==> config.mk <==
export PLATFORM = sky130hd
export DESIGN_NAME = circle_outline_rasterizer_flat
export DESIGN_NICKNAME = d
export VERILOG_FILES = /design/src/cor_pkg.sv /design/src/cor_ctr_if.sv /design/src/cor_pix_if.sv /design/src/cor_ctrl.sv /design/src/cor_dp.sv /design/src/circle_outline_rasterizer.sv /design/src/flat_wrapper.sv
export SDC_FILE = /design/constraint.sdc
export NUM_CORES = 1
export LEC_CHECK = 0
export BUFFER_PORTS_ARGS = -buffer_cell sky130_fd_sc_hd__buf_2
export CAP_MARGIN = 25
export CORE_MARGIN = 1.5
export CORE_UTILIZATION = 25
export DETAILED_ROUTE_END_ITERATION = 7
export SKIP_LAST_GASP = 1
export SYNTH_ARGS = -nofsm -noshare
export SYNTH_HDL_FRONTEND = slang
export SYNTH_SLANG_ARGS = --single-unit
==> constraint.sdc <==
create_clock -name i_clk -period 7.4 [get_ports i_clk]
set_clock_uncertainty 0.1 [all_clocks]
set_input_delay 1.48 -clock i_clk [delete_from_list [all_inputs] [get_ports i_clk]]
set_output_delay 1.48 -clock i_clk [all_outputs]
set_load 0.01 [all_outputs]
==> src/cor_pkg.sv <==
// Shared types and constants for the circle outline rasteriser.
`default_nettype none
package cor_pkg;

    localparam int CoordW  = 16;
    localparam int PixW    = 17;
    localparam int RadW    = 4;
    // Walk offsets reach at most the radius and fall to minus one at the end.
    localparam int OfsW    = 5;
    // Decision variable stays within roughly -2 .. 40 for radii up to ten.
    localparam int DecW    = 7;
    localparam int OctW    = 3;
    // One circle emits at most 64 pixels, that is eight walk steps.
    localparam int StepW   = 3;

    localparam logic [RadW-1:0]  RADIUS_RESET = 4'd10;
    localparam logic [StepW-1:0] STEP_LAST    = 3'd7;
    localparam logic [OctW-1:0]  OCT_LAST     = 3'd7;

    typedef struct packed {
        logic load;
        logic step;
    } t_cmd;

    typedef struct packed {
        logic slot_free;
        logic last;
    } t_status;

endpackage
`default_nettype wire

==> src/cor_ctr_if.sv <==
// Request channel that carries one circle centre.
`default_nettype none
interface cor_ctr_if;
    logic                        valid;
    logic                        ready;
    logic signed [cor_pkg::CoordW-1:0] center_x;
    logic signed [cor_pkg::CoordW-1:0] center_y;

    modport source (output valid, output center_x, output center_y, input ready);
    modport sink   (input valid, input center_x, input center_y, output ready);
endinterface
`default_nettype wire

==> src/cor_pix_if.sv <==
// Request channel that carries one outline pixel.
`default_nettype none
interface cor_pix_if;
    logic                            valid;
    logic                            ready;
    logic signed [cor_pkg::PixW-1:0] pixel_x;
    logic signed [cor_pkg::PixW-1:0] pixel_y;
    logic                            last_pixel;

    modport source (output valid, output pixel_x, output pixel_y, output last_pixel,
                    input ready);
    modport sink   (input valid, input pixel_x, input pixel_y, input last_pixel,
                    output ready);
endinterface
`default_nettype wire

==> src/cor_ctrl.sv <==
// Controller state machine: accepts a centre and sequences the pixel walk.
`default_nettype none
module cor_ctrl (
    input  wire logic             i_clk,
    input  wire logic             i_rst_n,
    input  wire logic             i_valid,
    output logic                  o_ready,
    input  wire cor_pkg::t_status i_status,
    output cor_pkg::t_cmd         o_cmd
);

    localparam logic ST_IDLE = 1'b0;
    localparam logic ST_RUN  = 1'b1;

    logic r_state;
    logic n_state;

    always_comb begin
        n_state    = r_state;
        o_cmd.load = 1'b0;
        o_cmd.step = 1'b0;
        case (r_state)
            ST_IDLE: begin
                o_cmd.load = i_valid;
                if (i_valid) begin
                    n_state = ST_RUN;
                end
            end
            ST_RUN: begin
                o_cmd.step = i_status.slot_free;
                if (i_status.slot_free && i_status.last) begin
                    n_state = ST_IDLE;
                end
            end
            default: begin
                n_state = ST_IDLE;
            end
        endcase
    end

    assign o_ready = (r_state == ST_IDLE);

    always_ff @(posedge i_clk) begin
        if (!i_rst_n) begin
            r_state <= ST_IDLE;
        end else begin
            r_state <= n_state;
        end
    end

endmodule
`default_nettype wire

==> src/cor_dp.sv <==
// Datapath: radius register, walk variables, octant mirroring and output register.
`default_nettype none
module cor_dp #(
    parameter int MAX_RADIUS = 10
) (
    input  wire logic                                i_clk,
    input  wire logic                                i_rst_n,
    input  wire logic                                i_cfg_we,
    input  wire logic [cor_pkg::RadW-1:0]            i_cfg_wdata,
    input  wire logic signed [cor_pkg::CoordW-1:0]   i_center_x,
    input  wire logic signed [cor_pkg::CoordW-1:0]   i_center_y,
    input  wire logic                                i_out_ready,
    input  wire cor_pkg::t_cmd                       i_cmd,
    output cor_pkg::t_status                         o_status,
    output logic                                     o_out_valid,
    output logic signed [cor_pkg::PixW-1:0]          o_pixel_x,
    output logic signed [cor_pkg::PixW-1:0]          o_pixel_y,
    output logic                                     o_last_pixel
);

    localparam logic [cor_pkg::RadW-1:0] RadMax = cor_pkg::RadW'(MAX_RADIUS);

    logic [cor_pkg::RadW-1:0]              r_radius;
    logic signed [cor_pkg::CoordW-1:0]     r_cx;
    logic signed [cor_pkg::CoordW-1:0]     r_cy;
    logic signed [cor_pkg::OfsW-1:0]       r_x;
    logic signed [cor_pkg::OfsW-1:0]       r_y;
    logic signed [cor_pkg::DecW-1:0]       r_m;
    logic [cor_pkg::OctW-1:0]              r_oct;
    logic [cor_pkg::StepW-1:0]             r_step;
    logic                                  r_out_valid;
    logic signed [cor_pkg::PixW-1:0]       r_px;
    logic signed [cor_pkg::PixW-1:0]       r_py;
    logic                                  r_last;

    logic [cor_pkg::RadW-1:0]              rad_sat;
    logic signed [cor_pkg::DecW-1:0]       rad_d;
    logic signed [cor_pkg::DecW-1:0]       x_d;
    logic signed [cor_pkg::DecW-1:0]       y_d;
    logic signed [cor_pkg::OfsW-1:0]       n_x;
    logic signed [cor_pkg::OfsW-1:0]       n_y;
    logic signed [cor_pkg::DecW-1:0]       n_m;
    logic signed [cor_pkg::OfsW-1:0]       sel_a;
    logic signed [cor_pkg::OfsW-1:0]       sel_b;
    logic signed [cor_pkg::OfsW-1:0]       dx;
    logic signed [cor_pkg::OfsW-1:0]       dy;
    logic                                  walk_end;
    logic                                  slot_free;

    assign rad_sat = (r_radius > RadMax) ? RadMax : r_radius;
    assign rad_d   = signed'(cor_pkg::DecW'(rad_sat));
    assign x_d     = cor_pkg::DecW'(r_x);
    assign y_d     = cor_pkg::DecW'(r_y);

    // Three-way update of the walk.
    always_comb begin
        if (r_m >= (x_d <<< 1)) begin
            n_m = r_m - (x_d <<< 1) - cor_pkg::DecW'(1);
            n_x = r_x + cor_pkg::OfsW'(1);
            n_y = r_y;
        end else if (r_m < ((rad_d - y_d) <<< 1)) begin
            n_m = r_m + (y_d <<< 1) - cor_pkg::DecW'(1);
            n_x = r_x;
            n_y = r_y - cor_pkg::OfsW'(1);
        end else begin
            n_m = r_m + ((y_d - x_d - cor_pkg::DecW'(1)) <<< 1);
            n_x = r_x + cor_pkg::OfsW'(1);
            n_y = r_y - cor_pkg::OfsW'(1);
        end
    end

    assign walk_end = (n_y < n_x) || (r_step == cor_pkg::STEP_LAST);

    // Octant bit 0 swaps the offsets, bit 1 negates the column, bit 2 the row.
    assign sel_a = r_oct[0] ? r_y : r_x;
    assign sel_b = r_oct[0] ? r_x : r_y;
    assign dx    = r_oct[1] ? -sel_a : sel_a;
    assign dy    = r_oct[2] ? -sel_b : sel_b;

    assign slot_free          = !r_out_valid || i_out_ready;
    assign o_status.slot_free = slot_free;
    assign o_status.last      = (r_oct == cor_pkg::OCT_LAST) && walk_end;

    always_ff @(posedge i_clk) begin
        if (!i_rst_n) begin
            r_radius    <= cor_pkg::RADIUS_RESET;
            r_out_valid <= 1'b0;
            r_oct       <= '0;
            r_step      <= '0;
        end else begin
            if (i_cfg_we) begin
                r_radius <= i_cfg_wdata;
            end
            if (i_cmd.load) begin
                r_oct  <= '0;
                r_step <= '0;
            end else if (i_cmd.step) begin
                r_oct <= r_oct + cor_pkg::OctW'(1);
                if (r_oct == cor_pkg::OCT_LAST) begin
                    r_step <= r_step + cor_pkg::StepW'(1);
                end
            end
            if (i_cmd.step) begin
                r_out_valid <= 1'b1;
            end else if (i_out_ready) begin
                r_out_valid <= 1'b0;
            end
        end
    end

    always_ff @(posedge i_clk) begin
        if (i_cmd.load) begin
            r_cx <= i_center_x;
            r_cy <= i_center_y;
            r_x  <= '0;
            r_y  <= signed'(cor_pkg::OfsW'(rad_sat));
            r_m  <= rad_d - cor_pkg::DecW'(1);
        end else if (i_cmd.step && (r_oct == cor_pkg::OCT_LAST)) begin
            r_x <= n_x;
            r_y <= n_y;
            r_m <= n_m;
        end
        if (i_cmd.step) begin
            r_px   <= cor_pkg::PixW'(r_cx) + cor_pkg::PixW'(dx);
            r_py   <= cor_pkg::PixW'(r_cy) + cor_pkg::PixW'(dy);
            r_last <= o_status.last;
        end
    end

    assign o_out_valid  = r_out_valid;
    assign o_pixel_x    = r_px;
    assign o_pixel_y    = r_py;
    assign o_last_pixel = r_last;

endmodule
`default_nettype wire

==> src/circle_outline_rasterizer.sv <==
// Top level of the circle outline rasteriser.
//
//   Channel   Direction  Payload
//   i_ctr     in         center_x, center_y (16-bit signed)
//   o_pix     out        pixel_x, pixel_y (17-bit signed), last_pixel
//   i_cfg_*   in         radius (4 bits), written when i_cfg_we is high
//
// A centre is taken and then expands into 8 pixels per walk step, one
// pixel per cycle from the registered output while the output is not
// stalled; the input stays busy for the whole walk. The pixel sequencer
// is the limit: a new centre is accepted once the last pixel has entered
// the output register.
// Reset is synchronous and active low; the radius returns to ten.
// A stalled output holds the current pixel and the walk waits behind it.
`default_nettype none
module circle_outline_rasterizer #(
    parameter int MAX_RADIUS = 10
) (
    input  wire logic                       i_clk,
    input  wire logic                       i_rst_n,
    input  wire logic                       i_cfg_we,
    input  wire logic [cor_pkg::RadW-1:0]   i_cfg_wdata,
    cor_ctr_if.sink                         i_ctr,
    cor_pix_if.source                       o_pix
);

    cor_pkg::t_cmd    cmd;
    cor_pkg::t_status status;
    logic             in_ready;

    cor_ctrl u_ctrl (
        .i_clk    (i_clk),
        .i_rst_n  (i_rst_n),
        .i_valid  (i_ctr.valid),
        .o_ready  (in_ready),
        .i_status (status),
        .o_cmd    (cmd)
    );

    cor_dp #(
        .MAX_RADIUS (MAX_RADIUS)
    ) u_dp (
        .i_clk        (i_clk),
        .i_rst_n      (i_rst_n),
        .i_cfg_we     (i_cfg_we),
        .i_cfg_wdata  (i_cfg_wdata),
        .i_center_x   (i_ctr.center_x),
        .i_center_y   (i_ctr.center_y),
        .i_out_ready  (o_pix.ready),
        .i_cmd        (cmd),
        .o_status     (status),
        .o_out_valid  (o_pix.valid),
        .o_pixel_x    (o_pix.pixel_x),
        .o_pixel_y    (o_pix.pixel_y),
        .o_last_pixel (o_pix.last_pixel)
    );

    assign i_ctr.ready = in_ready;

`ifndef SYNTHESIS
    // Once a centre is taken, no further centre is taken until its walk ends.
    a_busy_after_accept: assert property (@(posedge i_clk) disable iff (!i_rst_n)
        (i_ctr.valid && i_ctr.ready) |=> !i_ctr.ready)
        else $error("centre accepted while a walk was in progress");

    // A new centre only arrives when no pixel of an earlier circle but its last is pending.
    a_accept_clean: assert property (@(posedge i_clk) disable iff (!i_rst_n)
        (i_ctr.valid && i_ctr.ready) |-> (!o_pix.valid || o_pix.last_pixel))
        else $error("centre accepted with an unfinished circle in the output");

    // The walk ends by loading the marked last pixel.
    a_end_marks_last: assert property (@(posedge i_clk) disable iff (!i_rst_n)
        $rose(i_ctr.ready) |-> (o_pix.valid && o_pix.last_pixel))
        else $error("walk ended without a last pixel");
`endif

endmodule
`default_nettype wire
==> src/flat_wrapper.sv <==
// flat-port wrapper written by rule: the top's interface ports become plain ports
module circle_outline_rasterizer_flat 
#(
    parameter int MAX_RADIUS = 10
)
  (i_clk, i_rst_n, i_cfg_we, i_cfg_wdata, i_ctr_valid, i_ctr_center_x, i_ctr_center_y, i_ctr_ready, o_pix_valid, o_pix_pixel_x, o_pix_pixel_y, o_pix_last_pixel, o_pix_ready);
  cor_ctr_if i_ctr_i ();
  cor_pix_if o_pix_i ();
  input  wire logic i_clk;
  input  wire logic i_rst_n;
  input  wire logic i_cfg_we;
  input  wire logic [cor_pkg::RadW-1:0] i_cfg_wdata;
  input wire logic [$bits(i_ctr_i.valid)-1:0] i_ctr_valid;
  input wire logic [$bits(i_ctr_i.center_x)-1:0] i_ctr_center_x;
  input wire logic [$bits(i_ctr_i.center_y)-1:0] i_ctr_center_y;
  output wire logic [$bits(i_ctr_i.ready)-1:0] i_ctr_ready;
  output wire logic [$bits(o_pix_i.valid)-1:0] o_pix_valid;
  output wire logic [$bits(o_pix_i.pixel_x)-1:0] o_pix_pixel_x;
  output wire logic [$bits(o_pix_i.pixel_y)-1:0] o_pix_pixel_y;
  output wire logic [$bits(o_pix_i.last_pixel)-1:0] o_pix_last_pixel;
  input wire logic [$bits(o_pix_i.ready)-1:0] o_pix_ready;
  assign i_ctr_i.valid = i_ctr_valid;
  assign i_ctr_i.center_x = i_ctr_center_x;
  assign i_ctr_i.center_y = i_ctr_center_y;
  assign i_ctr_ready = i_ctr_i.ready;
  assign o_pix_valid = o_pix_i.valid;
  assign o_pix_pixel_x = o_pix_i.pixel_x;
  assign o_pix_pixel_y = o_pix_i.pixel_y;
  assign o_pix_last_pixel = o_pix_i.last_pixel;
  assign o_pix_i.ready = o_pix_ready;
  circle_outline_rasterizer #(.MAX_RADIUS(MAX_RADIUS)) u_core (.i_clk(i_clk), .i_rst_n(i_rst_n), .i_cfg_we(i_cfg_we), .i_cfg_wdata(i_cfg_wdata), .i_ctr(i_ctr_i), .o_pix(o_pix_i));
endmodule
* Word level (Yosys, flattened, before mapping)
Cells that the tools add are included.
Word-level totals: memories 0, logic and storage cells 70, latch bits 0, memory bits (read-only) 0, output and inout bits 37, RAM bits 0, flip-flop bits (word level) 96
Cells by class: add/subtract/negate cells 17, divide/modulo/power cells 0, eq/ne operators 2, shifts and indexed selects 0, $lt $le $gt $ge 4, reductions and logical operators 10, $mul 0, bitwise gates (word level) 2, mux-type cells 21
Operator list (number):
- 5-bit 2-to-1 mux | 7
- 16-bit by 5-bit adder with 17-bit output | 2
- 7-bit 2-to-1 mux | 4
- 7-bit by 2-bit subtractor with 7-bit output (second input constant) | 2
- 4-bit 2-to-1 mux | 3
- 5-bit by 5-bit subtractor with 6-bit output | 2
- 5-bit negator | 2
- 7-bit by 6-bit adder with 7-bit output | 1
- 7-bit adder | 1
- 7-bit by 6-bit >= comparator with 1-bit output | 1
- 7-bit less-than comparator | 1
- 7-bit by 6-bit subtractor with 7-bit output | 1
- 3-bit by 1-bit adder with 3-bit output (second input constant) | 2
- 3-bit equality test (second input constant) | 2
- 1-bit 2-to-1 mux | 6
- 6-bit by 2-bit subtractor with 6-bit output (second input constant) | 1
- 5-bit by 2-bit adder with 5-bit output (second input constant) | 1
- 5-bit less-than comparator | 1
- 4-bit by 1-bit subtractor with 5-bit output (second input constant) | 1
- 5-bit by 2-bit subtractor with 5-bit output (second input constant) | 1
- 4-bit > comparator (second input constant) | 1
- 2-bit nonzero test | 2
- 1-bit logical AND | 3
- 1-bit logical OR | 2
- other kinds (5) | 6

* Depth between registers and ports, before layout
Gate-level depths: netlist of the first run.
word-level depth 12, depth in mapped cells 23, mapped depth without buffers 22

* Hierarchy
From an unflattened synthesis of the first run, not the netlist that was laid out.
Unflattened totals: cell total of the unflattened synthesis 633, area, all modules 6676.4 sq um
Modules (own cells, without submodules):
- cor_dp | instances 1, area each 6621.4 sq um, cells each 627
- cor_ctrl | instances 1, area each 55.1 sq um, cells each 6

* Worst setup path after synthesis of the first run
Ideal clock, no wire load.
path kind reg-to-reg, start point reg u_core.u_dp.r_radius[3] (netlist name), end point reg u_core.u_dp.r_last, in the netlist u_core.u_dp.o_last_pixel, data pin, clock period less this slack 4.372 ns, data required time 7.045 ns, cell stages (with the launch flop) 22, path buffers 1, slack 3.028 ns, data arrival time 4.017 ns, library setup time 0.255 ns, cell sequence dfxtp_1 > clkbuf_1 > a21o_1 > ha_1 > nor2b_1 > o21ai_0 > nand2b_1 > a211o_1 > ha_1 > nand2b_4 > a21boi_2 > a41oi_4 > a21boi_2 > and3_1 > xnor2_1 > ha_1 > inv_1 > nor3_1 > a221oi_1 > o21a_1 > o311ai_1 > and3_1
RTL lines:
- start: declaration | line cor_dp.sv:23 | logic [cor_pkg::RadW-1:0] r_radius;
- start signal: assignment | line cor_dp.sv:86 | r_radius <= cor_pkg::RADIUS_RESET;
- start signal: assignment | line cor_dp.sv:92 | r_radius <= i_cfg_wdata;
- end signal: assignment | line cor_dp.sv:126 | r_last <= o_status.last;
- end: declaration | line cor_dp.sv:34 | logic r_last;

==> flow_summary.yaml, run 1 <==
run_status:
  status: "finished clean"
layout:
  drive_gt1_share_pct: 16.34
  nFillCells: 2676
  antenna_cells: 0
  syn_to_final_growth_pct: 15.67
  final_cell_count_no_fill: 1057
  final_nets: 847
floorplanning:
  core_area_mm2: 0.02621
  die_h_um: 166.9
  die_x_um: 166.9
  die_area_mm2: 0.02785
  io_pins: 78
  row_count: 59
  start_util_pct: 25.62
global_routing:
  grt_antenna_before_repair: 0
  grtUsageTotal_pct: 11.00
  grt_pass1_vias: 4735
  grt_max_degree: 40
  grt_pass1_wl_mm: 24.20
  overflow: 0
placed_design:
  place_congestion: 0.8203
  place_inst: 1039
  dpl_worst_slack_ns: 2.593
  port_buffers: 77
  hpwl_mm: 11.68
critical_path:
  cp_max_fo: 9
  worstPathCellList: "inv_1 > ha_1 > nor2b_1 > o21ai_0 > nand2b_1 > a211o_1 > ha_1 > nand2b_4 > a21boi_2 > a41oi_4 > a21boi_2 > and3_1 > xnor2_1 > ha_1 > inv_1 > nor3_1 > a221oi_1 > o21a_1 > o311ai_1 > and3_1"
  arrival_ns: 4.77
  cp.depth: 20
  rrSetupSlack_ns: 2.65
  path_class: "reg -> reg"
  critPathCaptureType: "flop"
  crit_top_cell: "ha_1"
  crit_family: "compound AO/OA/AOI/OAI gates"
  ff2ff_path_depth: 20
  r2r_end: "u_core.u_dp.o_last_pixel"
  startpoint_type: "flop"
  crit_path_max_incr_delay_ns: 0.48
  crit_buf_inv: 2
  required_ns: 7.41
  cp_slowest_cell: "edfxtp_1"
  r2r_start: "u_core.u_dp.r_y[1]"
yosys:
  ys_seq_area_share_pct: 40.25
  async_reset_ff_share_pct: 0
  yosysTopAreaCell: "edfxtp_1"
  synth_seq_cells: 96
  synth_area_mm2: 0.006715
  synth_top_area_share_pct: 34.88
  yosys-top-cells-area: "edfxtp_1 35%, ha_1 15%, dfxtp_1 5.4%, xnor2_1 5.0%, a21oi_1 3.0%"
  synth_fp_nets: 771
  postSynthAreaPerCell_um2: 10.48
  netlist_instances: 641
  synth_flop_cell: "edfxtp_1"
  synth_edf_count: 78
  yosys_warnings: 0
  yosys.cell_types.count: 64
job:
  max_cap_viol_count: 0
timing:
  min_period_ns: 4.753
  final-setup-viol-count: 0
  max_freq_ghz: 0.2104
  hold_viol: 0
  tightest_slew_ns: 0.9928
  drv_slew: 0
  period_share_pct: 64.23
  rsz0062_at_grt: "no"
  setup_slack_ns: 2.647
  slew_headroom_pct: 33.81
  finalSetupTns_ns: 0
clock_network:
  holdBufCountCts: 0
  numCtsBuffers: 9
  clk_latency_ns: 0.35
  root_buffer: "clkbuf_16"
  cts_sinks: 96
  cts_tree: "yes"
  cts.path.max_buffers: 2
  cts_resized: 0
  clkSlewWorstSetupHoldPaths_ns: 0.08
  cts_setup_buffers: 0
  cts.htree.levels: 3
power_and_ir_drop:
  intPower_uw: 1091
  total_power_uw: 1619
  leakage_uw: 0.003197
  p_comb_share_pct: 30.7
  seq_power_share_pct: 41.1
  vdd_drop_max_mv: 0.1097
  swShare_pct: 32.62
  clock_power_share_pct: 28.2
  powerDensity_mw_per_mm2: 208.5
  power_switching_uw: 528.2
worst_hold_path:
  holdPathStages: 2
  min_from: "u_core.u_dp.r_step[1]"
  min_path_type: "reg -> reg"
  hold_path_end: "u_core.u_dp.r_step[1]"
route:
  drc: 0
  viasPerCell: 4.619
  drt_wl_total_mm: 14.97
  drt_iter0_drc: 230
  first_pass_iters: 4
  avgRoutedWirePerCell_um: 14.16
  vias: 4882
  antenna_left: 0
-- tightest hold or removal path, cell delays in order, from the launching register on --
cell and delay, ns:
dfxtp_1 0.32, nand2_1 0.05, a21oi_1 0.05
-- synthesized netlist by cell type, types with 8 or more instances --
library cell / instances
dfxtp_1: 18
a21o_1: 19
a21oi_1: 40
ha_1: 82
nor2_1: 35
nand2b_1: 9
xor2_1: 16
xnor2_1: 38
a211oi_1: 8
clkbuf_1: 11
edfxtp_1: 78
nand2_1: 43
o21ai_0: 36
nand3_1: 10
mux2i_1: 14
o21a_1: 10
inv_1: 46
nor2b_1: 12
nor3_1: 12
-- routing by layer --
metal	up-vias	GRT usage [%]	wire length, um	share of wire, %
li1	2514	-	-	-
met3	14	2.638	707	4.7
met1	2266	14.01	6991	47
met2	88	18.14	7020	47
met5	-	0	0	0
met4	0	3.834	246	1.6
-- cell usage in the layout (no fill, tap or decap), types with 4 or more instances in the layout --
cell / count
o31ai_1: 4
nand3_1: 10
nor2_1: 35
mux2i_1: 14
dfxtp_1: 18
xor2_1: 16
or3_1: 4
nor3_1: 12
clkbuf_16: 9
nand2b_1: 9
a31oi_1: 6
a211o_1: 7
xnor2_1: 38
nor2b_1: 12
edfxtp_1: 78
o21bai_1: 4
mux2_2: 5
a21o_1: 19
buf_2: 77
nand2_1: 43
o211ai_1: 6
o21ai_0: 36
inv_1: 45
ha_1: 82
o21ai_1: 4
and3_1: 5
o21a_1: 10
a21oi_1: 40
fa_1: 7
a211oi_1: 8
-- area by class of cell --
type,instances,area (um^2),share of cell area (%)
clock buffer,10,239.0,3.077
clock inverter,6,51.30,0.6604
inverter,46,172.7,2.223
multi-input combinational,484,3775,48.60
sequential,96,2703,34.79
tap,335,419.2,5.396
timing repair buffer,80,407.9,5.251
-- flip-flops by register name, indices dropped and copies added (netlist names) --
register,count
u_core.u_dp.r_cx,16
u_core.u_dp.r_x,5
u_core.u_dp.r_step,3
u_core.u_dp.r_radius,4
u_core.u_dp.r_y,5
u_core.u_dp.r_cy,16
u_core.u_dp.o_pixel_y,17
u_core.u_ctrl.r_state,1
u_core.u_dp.r_m,7
u_core.u_dp.o_pixel_x,17
u_core.u_dp.o_last_pixel,1
u_core.u_dp.o_out_valid,1
u_core.u_dp.r_oct,3
-- per-stage QoR --
stage	hold WS [ns]	instance area, um^2	utilization, %
finish	0.3676	7767	29.64
global route	0.4093	7767	29.64
CTS	0.3703	7752	29.58
detailed placement	0.3583	7462	28.47
global placement	0.3496	7462	28.47
floorplan	0.3400	6715	-
-- power groups by stage --
stage | registers [uW] | clock network [uW] | logic [uW]
CTS | 666 | 473 | 500
finish | 665 | 457 | 497
global route | 670 | 493 | 561
detailed placement | 678 | 0 | 497
global placement | 678 | 0 | 491
floorplan | 673 | 0 | 377
-- logic make-up (layout without fill, tap and decap cells) --
logic type	after synthesis	in the layout	synth area share [%]
compound gates	177	177	18.39
flops	96	96	40.25
buf+inv	61	142	3.559
xor+xnor	54	54	7.043
fa+ha+maj	89	89	17.37
simple gates	145	145	10.47
mux	19	19	2.925
-- how the worst max path moves through the flow --
stage                     slack [ns]                     from                   endpoint
final                           2.65       u_core.u_dp.r_y[1]   u_core.u_dp.o_last_pixel
after floorplan                 3.03  u_core.u_dp.r_radius[3]   u_core.u_dp.o_last_pixel
after detailed placement        2.59     u_core.u_dp.r_oct[0]  u_core.u_dp.o_pixel_x[11]
after CTS                       2.56     u_core.u_dp.r_oct[0]  u_core.u_dp.o_pixel_x[11]
after global routing            2.26  u_core.u_dp.r_radius[3]   u_core.u_dp.o_last_pixel
after global placement          2.52     u_core.u_dp.r_oct[0]  u_core.u_dp.o_pixel_x[11]
Note: power is estimated with default switching activity, not from simulation.
==> inputs of run 2 (changes only) <==
clock period = 4.05 ns   (was 7.4 ns; I/O delays follow)
==> flow_summary.yaml, run 2 (synthesis results as in run 1) <==
run_status:
  status: "finished, violations left"
  violations: "setup timing"
global_routing:
  grt_pass1_wl_mm: 25.24
  met2_usage_pct: 19.52
  grt_pass1_vias: 4874
  gr-usage-met1_pct: 14.52
  overflow: 0
  grt-busiest-layer: "met2"
  grt_max_degree: 39
  grtUsageTotal_pct: 11.48
  grt_antenna_before_repair: 0
  use_met3_pct: 2.471
timing:
  rsz0062_at_grt: "yes"
  setup_slack_ns: -0.1341
  max_freq_ghz: 0.2390
  min_period_ns: 4.184
  hold_viol: 0
  final-setup-viol-count: 2
  period_share_pct: 103.3
  slew_headroom_pct: 54.22
  tightest_slew_ns: 0.6850
  drv_slew: 0
critical_path:
  critPathCaptureType: "flop"
  cp_max_fo: 4
  startpoint_type: "flop"
  worstPathCellList: "o21ai_1 > nand2_1 > ha_4 > fa_2 > inv_1 > a21o_1 > a21oi_1 > xnor2_1 > ha_2 > nand2_2 > a21boi_4 > a41oi_4 > a2111oi_4 > xnor2_1 > ha_1 > o21ai_1 > a221oi_2 > o21a_1 > o311ai_2 > and3_1"
  cp_slowest_cell: "a2111oi_4"
  path_class: "reg -> reg"
  crit_path_max_incr_delay_ns: 0.42
  required_ns: 4.06
  arrival_ns: 4.20
clock_network:
  numCtsBuffers: 9
  cts_tree: "yes"
  clk_latency_ns: 0.36
  cts.htree.levels: 3
  root_buffer: "clkbuf_16"
  cts_sinks: 96
  cts.path.max_buffers: 2
  holdBufCountCts: 0
  clkSlewWorstSetupHoldPaths_ns: 0.08
placed_design:
  hpwl_mm: 12.25
  place_area_mm2: 0.007792
  dpl_worst_slack_ns: -0.2280
  port_buffers: 77
  place_congestion: 0.8519
floorplanning:
  die_area_mm2: 0.02785
  core_area_mm2: 0.02621
  row_count: 59
  die_x_um: 166.9
  io_pins: 78
  start_util_pct: 25.62
  die_h_um: 166.9
layout:
  antenna_cells: 0
  final_cell_mix: "79 x ha_1, 78 x edfxtp_1, 77 x buf_2"
  syn_to_final_growth_pct: 22.41
  final_nets: 890
  fin_util_pct: 31.37
  layout.area.seq_mm2: 0.002706
  layout_commonest_cell: "ha_1"
  multi_input_area_mm2: 0.003890
  drive_gt1_share_pct: 23.53
  fin_area_mm2: 0.008220
  nFillCells: 2622
route:
  drc: 0
  avgRoutedWirePerCell_um: 14.48
  viasPerCell: 4.625
  first_pass_iters: 4
  drt_wl_total_mm: 15.93
  drt_iter0_drc: 305
  vias: 5088
  antenna_left: 0
power_and_ir_drop:
  vdd_drop_max_mv: 0.1963
  powerDensity_mw_per_mm2: 382.6
  leakage_uw: 0.003427
job:
  max_cap_viol_count: 0
worst_hold_path:
  min_path_type: "reg -> reg"
run 2: cell types whose count changed in the layout (fill, tap and decap cells not counted), moves of 3 or more:
cell,previous run,this run
o21ai_0,36,32
dfxtp_1,18,15
buf_4,3,46
ha_1,82,79
o21ai_1,4,8
dfxtp_2,0,3
run 2: final cells by class:
cell class | count | share of cell area (%)
Sequential cell | 96 | 32.92
Clock buffer | 9 | 2.740
Tap cell | 335 | 5.099
Clock inverter | 7 | 0.9285
Timing Repair Buffer | 123 | 8.889
Multi-Input combinational cell | 484 | 47.32
Inverter | 46 | 2.100
run 2: worst paths after layout:
path	from	to	slack, ns	cells past startpoint
setup / recovery	u_core.u_dp.r_radius[2]	u_core.u_dp.o_last_pixel	-0.13	20
setup reg to reg	u_core.u_dp.r_radius[2]	u_core.u_dp.o_last_pixel	-0.13	20
hold / removal	u_core.u_dp.r_step[2]	u_core.u_dp.r_step[2]	0.37	2
hold reg to reg	u_core.u_dp.r_step[2]	u_core.u_dp.r_step[2]	0.37	2
run 2: critical path: cells and delay by family (launching register included):
| kind | cells | cell delay [ns] |
|---|---|---|
| AOI/OAI and AO/OA | 10 | 1.62 |
| DFF | 1 | 0.34 |
| buffers and inverters | 1 | 0.07 |
| xor gates and xnor gates | 2 | 0.25 |
| and+or+nand+nor | 3 | 0.37 |
| adders and majority gates | 4 | 1.20 |
run 2: layer usage:
layer	vias up	part of all wire, %
li1	2605	-
met1	2383	46
met2	89	48
met3	11	4.0
met4	0	1.1
met5	-	0
run 2: what timing repair did:
item	4_1_cts	5_1_grt
setup endpoints to repair	3	6
buffers inserted	1	4
gates resized for setup	7	11
pin swaps	8	10
run 2: power by group:
part	internal [uW]	total, uW	switching [uW]
registers	1160	1210	46.2
logic	473	1040	568
clock network	485	898	413
run 2: metrics by stage:
| stage | hold WS, ns | total power [uW] | TNS [ns] | std cells |
|---|---|---|---|---|
| detailed placement | 0.3595 | 2229 | -0.4100 | 1079 |
| global route | 0.4092 | 3337 | -0.6573 | 1100 |
| floorplan | 0.3400 | 1936 | -0.1504 | 641 |
| global placement | 0.3453 | 2210 | -0.1553 | 1079 |
| finish | 0.3676 | 3145 | -0.2358 | 1100 |
| CTS | 0.3694 | 3147 | -0.1669 | 1096 |
